File: src/rtl/scoo_ram.sv
module scoo_ram #(
  parameter int WIDTH  = 32,
  parameter int DEPTH  = 64,
  parameter int ADDR_W = (DEPTH > 1) ? $clog2(DEPTH) : 1
) (
  input  logic              clk,
  input  logic              we,
  input  logic [ADDR_W-1:0] waddr,
  input  logic [WIDTH-1:0]  wdata,
  input  logic [ADDR_W-1:0] raddr,
  output logic [WIDTH-1:0]  rdata
);

  logic [WIDTH-1:0] mem [DEPTH];

  always_ff @(posedge clk) begin
    if (we) begin
      mem[waddr] <= wdata;
    end
    rdata <= mem[raddr];
  end

endmodule
File: config.mk
export PLATFORM = sky130hd
export DESIGN_NAME = scoo_ram
export DESIGN_NICKNAME = d
export VERILOG_FILES = /design/src/rtl/scoo_ram.sv
export SDC_FILE = /design/constraint.sdc
export NUM_CORES = 2
export LEC_CHECK = 0
export ABC_AREA = 1
export BUFFER_PORTS_ARGS = -buffer_cell sky130_fd_sc_hd__buf_2
export CORE_ASPECT_RATIO = 2
export CORE_MARGIN = 1.5
export CORE_UTILIZATION = 25
export DETAILED_ROUTE_END_ITERATION = 6
export GPL_TIMING_DRIVEN = 0
export PLACE_DENSITY = 0.41
export SETUP_SLACK_MARGIN = 0.05
export SYNTH_ARGS = -nofsm -noshare
export SYNTH_HDL_FRONTEND = slang
export SYNTH_SLANG_ARGS = --single-unit
export TNS_END_PERCENT = 30
File: constraint.sdc
create_clock -name clk -period 4.7 [get_ports clk]
set_clock_uncertainty 0.1 [all_clocks]
set_input_delay 0.235 -clock clk [delete_from_list [all_inputs] [get_ports clk]]
set_output_delay 0.235 -clock clk [all_outputs]
set_load 0.005 [all_outputs]
# --- Word level (Yosys, flattened, before mapping) ---
# Memories as Yosys holds them, arrays and structs flattened. A register that Yosys moved wholly into a read port is not among the register bits.
# Index checks and enable logic that the tools add are counted.
# Widths: inputs -> output; s select.
op_classes:
  addsub: 0
  multipliers: 0
  div: 0
  order_cmp: 0
  n_eq_ne: 0
  shifts: 0
  muxes: 2
  n_bitwise: 0
  reduce_logical: 0
op_table:
  columns: ["op", "n"]
  rows:
  - ["$mux 1", 2]
totals:
  reg_bits: 0
  latch_bits: 0
  ramBits: 2048
  rom_bits: 0
  in_bits: 46
  out_inout_bits: 32
  wordCells: 3
  mem_count: 1
mem_list:
  columns: ["name", "depth", "width", "read_ports", "rd_ports_with_merged_regs", "write_ports", "line_no", "source"]
  rows:
  - ["mem", 64, 32, 1, 1, 1, "14", "logic [WIDTH-1:0] mem [DEPTH];"]

# --- Depth between registers and ports, before layout ---
depth:
  word_depth: 2
  ltp_mapped: 13

# --- Least setup slack after synthesis ---
# Ideal clock, no wire load.
synth_timing:
  path_kind: "input to register"
  from: "input port we"
  to: "memory mem[48][0], enable pin"
  setup_time_ns: 0.502
  t_arrival_ns: 3.863
  required_time_ns: 4.098
  setup_slack_ns: 0.235
  path_stages: 3
  path_buffers: 1
  path_cell_list: "clkbuf_1 nand4_1 nor4_1"
synth_via:
  elab_chain_len: 2
synth_lines:
  columns: ["item", "line_no", "source"]
  rows:
  - ["start: declaration", "7", "input logic we,"]
  - ["$mux 1", "17", "if (we) begin"]
  - ["$mux 1 (implied by the code)", "18", "mem[waddr] <= wdata;"]
  - ["end: declaration", "14", null]
# Every way passes these cells.

==> impl_metrics.ini <==
[run_status]
status = complete, no violations

[clocking]
cts_root_buffer = clkbuf_16
cts_resized = 0
numCtsBuffers = 193
h-tree-depth = 4
cts.clk_slew.worst_paths_ns = 0.07
clkSinkCount = 2080
clockBufferDepth = 4
clkLatencyLatePin_ns = 0.91
cts_tree = yes

[route]
dr.pass1.iters = 6
routed_wl_um = 418000
vias_per_cell = 4.96
drt_iter0_drc = 6359
routed-via-count = 58490
antenna_left = 0
drt-wirelength-per-cell_um = 35.4
drcViolationCount = 0

[power_and_ir_drop]
pwr-share-comb = 0.088
ir_drop_mv = 0.278
power.density_nw_per_um2 = 404
leakagePower_uw = 0.0343
power_switching_uw = 10200
p_clk_frac = 0.398
p_int_uw = 29700
sw_frac_of_total = 0.256
p_seq_frac = 0.514

[sta]
relSlewSlack = 0.00885
setup-violations-final = 0
period_needed_ns = 3.95
period_share = 0.840
timing.hold.ws_ns = 0.0781
slew_viol_final = 0
tightestPinTransition_ns = 1.49
fmaxAchievable_mhz = 253
rsz0062_at_grt = no
finalHoldViolCount = 0

[finish]
final_common_cell = nand2_1
drive_above_1_share = 0.126
final_area_um2 = 98900
register_area_um2 = 62100
n_fill_cell = 33318
final_cell_mix = 2248 x nand2_1, 2048 x edfxtp_1, 1907 x nand3_1
multiInputGateArea_um2 = 18800
syn_to_final_growth_pct = 19.5
final_net_count = 7303

[die]
num_rows = 298
ios = 78
core-area_um2 = 329000
die_w_um = 410
fp.dieArea_um2 = 335000
die_y_um = 817
initial_core_util = 0.251

[grt]
grt_max_degree = 65
globalRouteTotalUtil = 0.244
antenna_found_initial = 65
first_global_vias = 56288
gr-total-overflow = 0
grt_pass1_wl_um = 539000

[synth]
postSynthCellCount = 6769
ys_seq_area_frac = 0.751
synth-seq-cells = 2080
yosysWarnings = 0
netlist_area_um2 = 82700
syn_nets = 6815
ys_types = 16
syn_avg_cell_area_um2 = 12.2

[run]
cap_violations = 0

[worst_setup_path]
worstPathArrival_ns = 4.65
max_stage_delay_ns = 1.04
crit_chain = buf_2 > clkbuf_1 > clkbuf_1 > nand3_1 > nand3_1 > nand3_1 > nand2_1 > nand2_1 > nand2_1
path_max_fanout = 10
worstSetupStartpointType = primary input
worst_setup_path_end_kind = register
cp.required_ns = 5.41
r2r_slack_ns = 1.87
worstSetupPathType = in -> reg
crit_slowest_cell = clkbuf_1

[placed_design]
dp_hpwl_um = 309000
numPortBuffers = 69
place.gp.congestion = 1.01
placed_area_um2 = 92400

[min_path]
min_path_type = in -> reg
[cell type report]
class / instances / area share
tap: 4350 / 0.0550
timing repair buffer: 293 / 0.0416
sequential: 2080 / 0.628
inverter: 12 / 0.000481
antenna: 40 / 0.00101
clock inverter: 101 / 0.00883
multi-input combinational: 4228 / 0.190
buffer: 449 / 0.0229
clock buffer: 239 / 0.0519
[final timing paths]
check | endpoint | cells after the start | startpoint
hold reg to reg | rdata[25] | 8 | mem[6][25]
hold / removal | mem[45][4] | 2 | wdata[4]
setup reg to reg | rdata[9] | 8 | mem[42][9]
setup / recovery | rdata[9] | 9 | raddr[2]
[stage by stage]
stage / setup slack (ns) / power (µW) / instances / setup TNS (ns) / utilization
after floorplan: 0.235 / 22200 / 6769 / 0 / -
after global placement: -8.61 / 24300 / 11188 / -4291.51 / 0.269
after detailed placement: -0.0327 / 24400 / 11378 / -0.0327 / 0.281
after CTS: 0.907 / 40100 / 11752 / 0 / 0.300
after global routing: 1.03 / 40700 / 11779 / 0 / 0.300
final: 0.753 / 39900 / 11792 / 0 / 0.300
[layer usage]
metal  routed length, µm  vias to the layer above  part of all wire  GRT usage
met5                 114                        -           0.00027          0
met4               45200                       18              0.11      0.223
met3               21100                      967             0.051     0.0304
met2              217000                     2623              0.52      0.442
met1              134000                    29738              0.32      0.239
li1                    -                    25144                 -          -
[repair_timing]
| item | 4_1_cts | 5_1_grt |
|---|---|---|
| hold buffers | 34 | 0 |
| hold endpoints to repair | 1530 | 0 |
| setup endpoints to repair | 0 | 0 |
| setup buffers | 0 | 0 |
[sequential cells by signal, indices dropped and copies added (netlist names)]
name	count
mem	2048
rdata	32
[logic make-up after synthesis]
logic type             synth area share
and+or+nand+nor                   0.221
buffers and inverters            0.0278
DFF                               0.751
[synthesized netlist by cell type, drive strengths merged]
master	count	area, µm²
nand2	2248	8440
buf	372	1960
nor2	56	210
nand4	9	56.3
inv	12	47.6
edfxtp	2048	61500
nand3	1907	9540
dfxtp	32	641
nor4	8	50.1
clkbuf	77	289
[critical path: cells and delay by family]
family,cells,cell delay [ns]
and+or+nand+nor,6,2.04
buffers and inverters,3,2.30
[power by group through the flow]
stage               clock, µW  combinational (µW)  sequential, µW
finish                  15900                3520           20500
floorplan                   0                1260           21000
global placement            0                3290           21000
detailed placement          0                3440           21000
global route            16600                3570           20600
CTS                     16100                3470           20500
No activity file was read; power rests on OpenSTA's default activity.
